<file path="src/sv/pwts_pkg.sv">
// Shared constants and types of the world-to-screen projection block.
package pwts_pkg;

  // Configuration register indexes.
  localparam logic [2:0] REG_ROW_X_01 = 3'd0;
  localparam logic [2:0] REG_ROW_X_23 = 3'd1;
  localparam logic [2:0] REG_ROW_Y_01 = 3'd2;
  localparam logic [2:0] REG_ROW_Y_23 = 3'd3;
  localparam logic [2:0] REG_ROW_W_01 = 3'd4;
  localparam logic [2:0] REG_ROW_W_23 = 3'd5;
  localparam logic [2:0] REG_VIEWPORT = 3'd6;
  localparam logic [2:0] REG_W_MIN    = 3'd7;

  // Register widths and reset values.
  localparam int unsigned CFG_W    = 64;
  localparam int unsigned VP_W     = 32;
  localparam int unsigned WMIN_W   = 31;
  localparam logic [VP_W-1:0]   VIEWPORT_RST = 32'h0438_0780;
  localparam logic [WMIN_W-1:0] W_MIN_RST    = 31'd6554;

  // Half of a 16-bit viewport dimension.
  localparam int unsigned HALF_W = 15;

  // Quotient bits resolved by the divider chain; larger quotients are capped.
  localparam int unsigned QB       = 21;
  localparam logic [QB-1:0] QUOT_CAP = 21'h10_0000;

  // Cycles from an accepted transaction to its result strobe.
  localparam int unsigned LATENCY = QB + 5;

  // Control flags that travel with each point down the pipeline.
  typedef struct packed {
    logic valid;
    logic visible;
    logic neg_x;
    logic neg_y;
    logic big_x;
    logic big_y;
  } ctl_t;

endpackage

</file>
<file path="src/sv/pwts_div_cell.sv">
// One divider cell: resolves one quotient bit for the x and y lanes.
module pwts_div_cell #(
  parameter int unsigned D_W = 57,
  parameter int unsigned N_W = 72,
  parameter int unsigned BIT = 0
) (
  input  logic                 clk_i,
  input  logic                 rst_ni,
  input  pwts_pkg::ctl_t       ctl_i,
  input  logic [D_W-1:0]       d_i,
  input  logic [N_W-1:0]       rx_i,
  input  logic [N_W-1:0]       ry_i,
  input  logic [pwts_pkg::QB-1:0] qx_i,
  input  logic [pwts_pkg::QB-1:0] qy_i,
  output pwts_pkg::ctl_t       ctl_o,
  output logic [D_W-1:0]       d_o,
  output logic [N_W-1:0]       rx_o,
  output logic [N_W-1:0]       ry_o,
  output logic [pwts_pkg::QB-1:0] qx_o,
  output logic [pwts_pkg::QB-1:0] qy_o
);
  import pwts_pkg::*;

  localparam int unsigned CMP_W = N_W + QB;

  logic [CMP_W-1:0] dsh, dx, dy;
  logic             gex, gey;
  ctl_t             ctl_q;
  logic [D_W-1:0]   d_q;
  logic [N_W-1:0]   rx_q, ry_q;
  logic [QB-1:0]    qx_q, qy_q;

  // Trial subtraction of the shifted divisor in each lane.
  assign dsh = CMP_W'(d_i) << BIT;
  assign gex = CMP_W'(rx_i) >= dsh;
  assign gey = CMP_W'(ry_i) >= dsh;
  assign dx  = CMP_W'(rx_i) - dsh;
  assign dy  = CMP_W'(ry_i) - dsh;

  always_ff @(posedge clk_i or negedge rst_ni) begin
    if (!rst_ni) begin
      ctl_q <= '0;
    end else begin
      ctl_q <= ctl_i;
    end
  end

  always_ff @(posedge clk_i) begin
    d_q  <= d_i;
    rx_q <= gex ? dx[N_W-1:0] : rx_i;
    ry_q <= gey ? dy[N_W-1:0] : ry_i;
    qx_q <= qx_i | (QB'(gex) << BIT);
    qy_q <= qy_i | (QB'(gey) << BIT);
  end

  assign ctl_o = ctl_q;
  assign d_o   = d_q;
  assign rx_o  = rx_q;
  assign ry_o  = ry_q;
  assign qx_o  = qx_q;
  assign qy_o  = qy_q;

endmodule

</file>
<file path="config.mk">
export PLATFORM = sky130hd
export DESIGN_NAME = pwts_div_cell
export DESIGN_NICKNAME = d
export VERILOG_FILES = /design/src/sv/pwts_pkg.sv /design/src/sv/pwts_div_cell.sv
export SDC_FILE = /design/constraint.sdc
export NUM_CORES = 1
export LEC_CHECK = 0
export ABC_AREA = 1
export BUFFER_PORTS_ARGS = -buffer_cell sky130_fd_sc_hd__buf_2
export CAP_MARGIN = 0
export CORE_AREA = 4 4 192 194
export CTS_CLUSTER_DIAMETER = 100
export DETAILED_ROUTE_END_ITERATION = 6
export DIE_AREA = 0 0 196 198
export GPL_TIMING_DRIVEN = 0
export MAX_ROUTING_LAYER = met4
export PLACE_DENSITY = 0.86
export SYNTH_ARGS = -nofsm -noshare
export SYNTH_HDL_FRONTEND = slang
export SYNTH_SLANG_ARGS = --single-unit
</file>
<file path="constraint.sdc">
create_clock -name clk_i -period 0.8 [get_ports clk_i]
set_input_delay 0.08 -clock clk_i [delete_from_list [all_inputs] [get_ports clk_i]]
set_output_delay 0.08 -clock clk_i [all_outputs]
set_load 0.1 [all_outputs]
</file>
==> results of run 1 <==
[what timing repair did]
item	4_1_cts
setup endpoints to repair	395
hold endpoints to repair	255
resized for setup	241
gates cloned	4
hold buffers	242
setup buffers	37
pin swaps	47
[kinds of logic after synthesis]
| family | Yosys count |
|---|---|
| AOI/OAI and AO/OA | 245 |
| and+or+nand+nor | 1948 |
| adders and majority gates | 116 |
| buffers and inverters | 686 |
| DFF | 249 |
| xor gates and xnor gates | 74 |
[routing by layer]
layer	track usage, %	overflow
met1	85.5	66
met3	73.6	71
met5	-	-
met4	109	602
met2	129	2371
[stage by stage]
| stage | worst slack (ps) | hold slack, ps | instance area [µm²] | utilization (%) |
|---|---|---|---|---|
| floorplan | -1010 | -216 | 20300 | - |
| global placement | -2190 | -96.9 | 23400 | 66.5 |
| detailed placement | -2190 | -91.4 | 23400 | 66.5 |
| CTS | -1030 | -318 | 28200 | 80.1 |
==> flow_summary.yaml, run 1 <==
synthesis:
  netlist_area_um2: 19300
  netlist-cell-type-count: 36
  synth_top_area_cell: "sky130_fd_sc_hd__nand2_1"
  number_of_flops_mapped_to_enable_cells_by_yosys: 0
  synth_xor_xnor_area_share_pct: 3.35
  synth_compound_gate_area_share_pct: 8.20
  muxShareOfSynthArea_pct: 0
  synth_top_family_by_area: "simple AND/OR/NAND/NOR gates"
  synth_sequential_area_ratio_pct: 25.9
  synth_simple_gate_area_share_pct: 40.7
  area_share_of_fa_ha_maj_cells_after_synthesis_pct: 7.59
  yosys_warning_count: 0
  synth_ff_type: "sky130_fd_sc_hd__dfxtp_1"
  yosys_register_bits: 249
  synth.top_cells.by_area: "sky130_fd_sc_hd__nand2_1 (26%), sky130_fd_sc_hd__dfxtp_1 (25%), sky130_fd_sc_hd__inv_1 (13%)"
  yosys.cell_count.top_type: "sky130_fd_sc_hd__nand2_1"
  synth.net_count: 3685
  synth_commonest_cells: "sky130_fd_sc_hd__nand2_1 (1358), sky130_fd_sc_hd__inv_1 (655), sky130_fd_sc_hd__nor2_1 (316)"
  asyncSetResetFlopFracSynth_pct: 2.41
  synth_largest_type_area_fraction_pct: 26.4
  post_synth_inst_count: 3318
  synth_area_per_cell_um2: 5.82
cts:
  clock_tree.buffer_depth: 3
  htree_num_levels: 1
  cts-root-buf: "sky130_fd_sc_hd__clkbuf_16"
  clock_sink_count: 249
  numCtsBuffers: 25
status:
  run_status: "aborted with a tool error"
  toolErrorMsg: "[ERROR GRT-0232] Routing congestion too high. Check the congestion heatmap in the GUI."
  outcome.stop_stage: "global routing (5_1_grt)"
die:
  die_y_um: 198
  die_width_um: 196
  top_level_ports: 500
  num_rows: 69
  initial_standard_cell_utilization_of_the_core_pct: 54.9
sta:
  worst_ep_grt: "rx_o[32]$_DFF_P_/D"
  worstEpCategory: "register data pin"
placed_design:
  dp.final_hpwl_um: 74800
  globalplace.congestion: 1.14
  place.detailed.instances: 4278
  port_buffers: 499
grt:
  grt_overflow_total: 3110
  grt_usage_pct: 98.8
  grt_max_degree: 15
==> run 2, diff against run 1 <==
--- a/config.mk
+++ b/config.mk
@@ -8,13 +8,11 @@
 export ABC_AREA = 1
 export BUFFER_PORTS_ARGS = -buffer_cell sky130_fd_sc_hd__buf_2
 export CAP_MARGIN = 0
-export CORE_AREA = 4 4 192 194
-export CTS_CLUSTER_DIAMETER = 100
+export CORE_MARGIN = 4
+export CORE_UTILIZATION = 40
 export DETAILED_ROUTE_END_ITERATION = 6
-export DIE_AREA = 0 0 196 198
 export GPL_TIMING_DRIVEN = 0
-export MAX_ROUTING_LAYER = met4
-export PLACE_DENSITY = 0.86
+export PLACE_DENSITY_LB_ADDON = 0.15
 export SYNTH_ARGS = -nofsm -noshare
 export SYNTH_HDL_FRONTEND = slang
 export SYNTH_SLANG_ARGS = --single-unit
==> run 2 against run 1 <==
The flow now finishes, with violations (hold timing, setup timing). Synthesized area unchanged. Synthesized cell count did not move.
==> flow_summary.yaml, run 2 <==
final_layout:
  fillers: 4780
  final_core_utilization_pct: 59.6
  finish.net_count: 4494
  final_common_cell: "sky130_fd_sc_hd__nand2_1"
  final_layout_size_suffix_gt1_share_pct: 29.5
  most-common-layout-cells: "sky130_fd_sc_hd__nand2_1 (1251), sky130_fd_sc_hd__inv_1 (638), sky130_fd_sc_hd__buf_2 (484)"
  syn_to_final_growth_pct: 47.3
pwr:
  p_int_mw: 28.9
  leakage_nw: 15.0
  total_switching_power_mw: 27.1
  power_frac_seq_pct: 26.3
  vdd_ir_max_mv: 2.08
  power.combinational.fraction_pct: 49.7
  p_clk_share_pct: 24.0
  pwr_density_cell_nw_per_um2: 1970
  power.switching_fraction_pct: 48.4
route:
  drt-wirelength-per-cell_um: 20.0
  detail_route.wirelength_um: 95400
  drt_iter0_drc: 1682
  postRouteAntennaNets: 0
  routed_via_density: 4.92
  remaining_drc_errors: 0
  route.vias.total: 23400
  detail_route.first_pass.iterations: 5
grt:
  grt_max_degree: 15
  grt_first_pass_wirelength_um: 138000
  grt_pass1_vias: 23100
  grt_overflow_total: 0
  antenna_found_initial: 7
  grt_usage_pct: 34.6
job:
  maxCapViolations: 0
cts:
  cts-root-buf: "sky130_fd_sc_hd__clkbuf_16"
  htree_num_levels: 1
  clock_sink_count: 249
  tritoncts: "built"
  cts.clk_slew.worst_paths_ps: 60
  clock_tree.buffer_depth: 3
  numCtsBuffers: 27
setup_path:
  critPathLaunchType: "primary input"
  setup.worst_path.end_class: "flip-flop"
  timing.setup.critical_path_class: "in -> reg"
  worst-endpoint-required_ps: 1270
  timing.critical_path.from: "d_i[54]"
  cp_data_arrival_time_ps: 2470
  worstPathMaxFanout: 10
die:
  core_area_um2: 47700
  fp.dieArea_um2: 51900
  num_rows: 80
  initial_standard_cell_utilization_of_the_core_pct: 40.5
  die_width_um: 228
  die_y_um: 228
  top_level_ports: 500
sta:
  fin_crit_ps: 1990
  finalHoldViolCount: 11
  maxSlewHeadroom_pct: 63.8
  max_clock_freq_ghz: 0.501
  min_period_over_period_pct: 249
  final.setup.worst_slack_ps: -1190
  tightest_slew_ps: 546
  setup_viol: 395
  rsz0062_at_grt: "true"
  final_max_slew_viol_count: 0
  whs_ps: -288
synthesis:
  area_share_of_fa_ha_maj_cells_after_synthesis_pct: 7.59
  synth_commonest_cells: "sky130_fd_sc_hd__nand2_1 (1358), sky130_fd_sc_hd__inv_1 (655), sky130_fd_sc_hd__nor2_1 (316)"
  asyncSetResetFlopFracSynth_pct: 2.41
  muxShareOfSynthArea_pct: 0
  synth_largest_type_area_fraction_pct: 26.4
  yosys_register_bits: 249
  synth.top_cells.by_area: "sky130_fd_sc_hd__nand2_1 (26%), sky130_fd_sc_hd__dfxtp_1 (25%), sky130_fd_sc_hd__inv_1 (13%)"
  synth_simple_gate_area_share_pct: 40.7
  number_of_flops_mapped_to_enable_cells_by_yosys: 0
  synth.net_count: 3685
  synth_ff_type: "sky130_fd_sc_hd__dfxtp_1"
  netlist_area_um2: 19300
  synth_top_area_cell: "sky130_fd_sc_hd__nand2_1"
  synth_top_family_by_area: "simple AND/OR/NAND/NOR gates"
  synth_sequential_area_ratio_pct: 25.9
  synth_area_per_cell_um2: 5.82
  yosys_warning_count: 0
  netlist-cell-type-count: 36
  yosys.cell_count.top_type: "sky130_fd_sc_hd__nand2_1"
  synth_compound_gate_area_share_pct: 8.20
  synth_xor_xnor_area_share_pct: 3.35
  post_synth_inst_count: 3318
placed_design:
  dp.final_hpwl_um: 78600
  port_buffers: 499
  globalplace.congestion: 1.03
status:
  violations_in_the_final_reports: "hold timing, setup timing"
  run_status: "finished with violations"
min_path:
  min-delay-path-class: "in -> reg"
  timing.hold.worst.start: "d_i[1]"
==> run 2: cell counts after synthesis <==
Identical to the previous run, type by type.
==> run 2: path summary, 6_finish.rpt <==
check                                      to  cells past startpoint
setup / recovery             rx_o[25]$_DFF_P_                     13
hold / removal                 d_o[1]$_DFF_P_                      1
max in group asynchronous  ctl_o[5]$_DFF_PN0_                      3
min in group asynchronous  ctl_o[1]$_DFF_PN0_                      3
==> run 2: power groups by stage <==
| stage | sequential, mW | combinational (mW) | clock [mW] |
|---|---|---|---|
| after floorplan | 27.0 | 7.56 | 0 |
| after global placement | 14.9 | 25.5 | 0 |
| after detailed placement | 14.9 | 25.5 | 0 |
| after CTS | 14.7 | 27.2 | 13.8 |
| after global routing | 14.9 | 29.1 | 14.3 |
| final | 14.7 | 27.9 | 13.5 |
==> run 2: cell families (layout without fill, tap and decap cells) <==
group | Yosys count | in the layout
AOI/OAI and AO/OA | 245 | 245
xor gates and xnor gates | 74 | 74
adders and majority gates | 116 | 116
buffers and inverters | 686 | 1516
DFF | 249 | 249
other | 0 | 6
and+or+nand+nor | 1948 | 1948
==> run 2: timing repair <==
action | 4_1_cts | 5_1_grt
endpoints found under the setup margin | 395 | 395
hold endpoints to repair | 255 | 33
resized for setup | 179 | 80
cloned | 1 | 2
pin swaps | 21 | 21
hold buffers | 218 | 29
buffers inserted | 14 | 17
==> run 2: worst max-delay path, stage by stage <==
cell and delay [ps]:
sky130_fd_sc_hd__buf_2 90, sky130_fd_sc_hd__inv_1 180, sky130_fd_sc_hd__ha_1 460, sky130_fd_sc_hd__nand2_1 150, sky130_fd_sc_hd__nor2_2 190, sky130_fd_sc_hd__nand2_1 130, sky130_fd_sc_hd__nor2_1 230, sky130_fd_sc_hd__and3_1 240
sky130_fd_sc_hd__nand2_4 70, sky130_fd_sc_hd__nand2_8 130, sky130_fd_sc_hd__clkinv_8 120, sky130_fd_sc_hd__buf_6 190, sky130_fd_sc_hd__o21ai_4 190
==> run 2: per-stage QoR <==
step	TNS (ps)	power (mW)	area [µm²]	cells	setup slack (ps)
2_1_floorplan	-145790	34.5	20300	3318	-1010
3_3_place_gp	-317130	40.4	23600	4432	-2440
3_5_place_dp	-314750	40.5	23600	4432	-2430
4_1_cts	-299420	55.6	27700	4715	-1070
5_1_grt	-326220	58.2	28500	4769	-1280
6_report	-304740	56.1	28500	4769	-1190
==> run 2: area by class of cell <==
| type | count | area, µm² | area share (%) |
|---|---|---|---|
| multi-input combinational | 2383 | 13100 | 45.9 |
| timing repair buffer | 778 | 5390 | 18.9 |
| clock buffer | 34 | 762 | 2.68 |
| antenna | 6 | 15.0 | 0.0527 |
| inverter | 660 | 2580 | 9.05 |
| sequential | 249 | 5320 | 18.7 |
| timing repair inverter | 2 | 25.0 | 0.0879 |
| clock inverter | 16 | 203 | 0.712 |
| buffer | 26 | 357 | 1.25 |
| tap | 615 | 769 | 2.70 |
==> run 2: metal layers <==
layer / global-route usage [%] / routed length [µm]
met1: 41.5 / 38400
met2: 61.2 / 45900
met3: 4.72 / 5580
met4: 16.1 / 5470
met5: 0 / 0
Note: power is estimated with default switching activity, not from simulation.
==> run 3, diff against run 2 <==
--- a/config.mk
+++ b/config.mk
@@ -12,7 +12,8 @@
 export CORE_UTILIZATION = 40
 export DETAILED_ROUTE_END_ITERATION = 6
 export GPL_TIMING_DRIVEN = 0
-export PLACE_DENSITY_LB_ADDON = 0.15
+export PLACE_DENSITY = 0.61
 export SYNTH_ARGS = -nofsm -noshare
 export SYNTH_HDL_FRONTEND = slang
 export SYNTH_SLANG_ARGS = --single-unit
+export TNS_END_PERCENT = 20
==> constraint.sdc (replaced) <==
create_clock -name clk_i -period 0.8 [get_ports clk_i]
set_input_delay 0.04 -clock clk_i [delete_from_list [all_inputs] [get_ports clk_i]]
set_output_delay 0.04 -clock clk_i [all_outputs]
set_load 0.1 [all_outputs]
==> run 3 against run 2 <==
The run still ends with hold timing, setup timing left. Fmax increased by 4.5%. Clock power decreased by 9%. Design area increased by 0.50%. Flip-flop and latch count unchanged. Global-route usage increased by 0.75 points. Sequential power about the same. Worst setup slack improved by 85 ps. Critical endpoint is now rx_o[33]$_DFF_P_. Largest power group unchanged. Total power decreased by 2.0%. Core utilization increased by 0.30 points. Via count increased by 1.8%. Combinational power about the same.
==> flow_summary.yaml, run 3 (synthesized netlist as in run 2, its figures left out) <==
status:
  run_status: "finished with violations"
  violations_in_the_final_reports: "hold timing, setup timing"
cts:
  clock_sink_count: 249
  tritoncts: "built"
  cts-root-buf: "sky130_fd_sc_hd__clkbuf_16"
  clock_tree.buffer_depth: 3
  htree_num_levels: 1
  numCtsBuffers: 27
  cts.clk_slew.worst_paths_ps: 60
sta:
  finalHoldViolCount: 22
  maxSlewHeadroom_pct: 62.9
  whs_ps: -311
  max_clock_freq_ghz: 0.524
  rsz0062_at_grt: "true"
  min_period_over_period_pct: 239
  fin_crit_ps: 1910
  setup_viol: 395
  setup-tns-final_ps: -276600
  final.setup.worst_slack_ps: -1110
  final_max_slew_viol_count: 0
  tightest_slew_ps: 560
setup_path:
  worstPathMaxFanout: 4
  worst-endpoint-required_ps: 1220
  crit_slowest_cell: "sky130_fd_sc_hd__ha_4"
  critPathCapture: "rx_o[33]$_DFF_P_"
  cp_num_cells: 15
  worstPathBufferInverterCount: 2
  crit_path_max_incr_delay_ps: 380
  critPathLaunchType: "primary input"
  timing.critical_path.from: "d_i[7]"
  worst_path_most_repeated_cell: "sky130_fd_sc_hd__nand2_1"
  cp_data_arrival_time_ps: 2330
  timing.setup.critical_path_class: "in -> reg"
  worst_path_dominant_cell_family: "simple AND/OR/NAND/NOR gates"
  setup.worst_path.end_class: "flip-flop"
  path_cells: "buf_2 > clkinvlp_4 > ha_4 > nand2_1 > nor2_4 > nor3b_4 > nand2_1 > nand2_2 > nand2_1 > nand2_2 > nand2_1 > nand2_1 > nand2_1 > nand3_1 > nand2_2"
final_layout:
  fillers: 4782
  final_layout_size_suffix_gt1_share_pct: 25.8
  final_core_utilization_pct: 59.9
  most-common-layout-cells: "sky130_fd_sc_hd__nand2_1 (1235), sky130_fd_sc_hd__inv_1 (631), sky130_fd_sc_hd__buf_2 (484)"
  design_area_um2: 28600
  syn_to_final_growth_pct: 48.0
  final-instance-count-excl-fill: 4792
  final_common_cell: "sky130_fd_sc_hd__nand2_1"
  finish.net_count: 4520
grt:
  grt_overflow_total: 0
  use_met3_pct: 4.47
  grt_first_pass_wirelength_um: 141000
  grt_usage_pct: 35.3
  grt_max_degree: 14
  grt_pass1_vias: 23300
  grt.met2_usage_pct: 62.6
  gr-usage-met1_pct: 42.8
  antenna_found_initial: 9
  gr-max-usage-layer: "met2"
pwr:
  pwr_density_cell_nw_per_um2: 1920
  leakage_nw: 15.1
  vdd_ir_max_mv: 1.50
placed_design:
  dpl-instance-area_um2: 22800
  place.detailed.instances: 4432
  port_buffers: 499
  globalplace.congestion: 1.05
  dp.final_hpwl_um: 79000
job:
  maxCapViolations: 0
min_path:
  min_path_cells: 3
  min-delay-path-class: "in -> reg"
route:
  detail_route.wirelength_um: 96800
  drt-wirelength-per-cell_um: 20.2
  routed_via_density: 4.98
  drt_iter0_drc: 1864
  route.vias.total: 23900
  detail_route.first_pass.iterations: 6
  postRouteAntennaNets: 0
  remaining_drc_errors: 0
die:
  die_width_um: 228
  initial_standard_cell_utilization_of_the_core_pct: 40.5
  die_y_um: 228
  fp.dieArea_um2: 51900
  num_rows: 80
  top_level_ports: 500
  core_area_um2: 47700
-- run 3: power by group --
part	switching, mW	internal, mW
combinational	21.4	6.79
clock	5.27	7.00
sequential	0.423	14.0
total	27.1	27.8
-- run 3: final cells by class --
type	count	area [µm²]	area share, %
multi-input combinational	2383	13400	46.7
clock inverter	9	108	0.376
buffer	26	404	1.41
clock buffer	37	733	2.56
inverter	660	2590	9.07
sequential	249	5020	17.6
antenna	7	17.5	0.0612
tap	615	769	2.69
timing repair buffer	805	5580	19.5
timing repair inverter	1	20.0	0.0700
-- run 3: repair_timing --
item / 4_1_cts / 5_1_grt
buffers inserted: 50 / 13
endpoints found under the hold margin: 255 / 38
hold buffers: 215 / 25
endpoints found under the setup margin: 395 / 395
pin swaps: 46 / 28
cloned: 4 / 0
gates resized for setup: 283 / 109
-- run 3: per-layer routing --
metal | up-vias | wire [µm]
li1 | 11700 | -
met1 | 11000 | 38900
met2 | 920 | 46600
met3 | 225 | 6140
met4 | 0 | 5150
met5 | - | 0
-- run 3: stage by stage --
stage               total power, mW  setup slack [ps]
floorplan                      33.8              -969
global placement               39.8             -2370
detailed placement             39.8             -2300
CTS                            54.3             -1010
global route                   57.0             -1110
finish                         55.0             -1110
-- run 3: worst min-delay path by stage --
| stage | startpoint | endpoint |
|---|---|---|
| floorplan | rst_ni | ctl_o[0]$_DFF_PN0_ |
| global placement | rst_ni | ctl_o[3]$_DFF_PN0_ |
| detailed placement | rst_ni | ctl_o[3]$_DFF_PN0_ |
| CTS | rx_i[44] | rx_o[44]$_DFF_P_ |
| global route | ry_i[37] | ry_o[37]$_DFF_P_ |
| finish | ry_i[37] | ry_o[37]$_DFF_P_ |
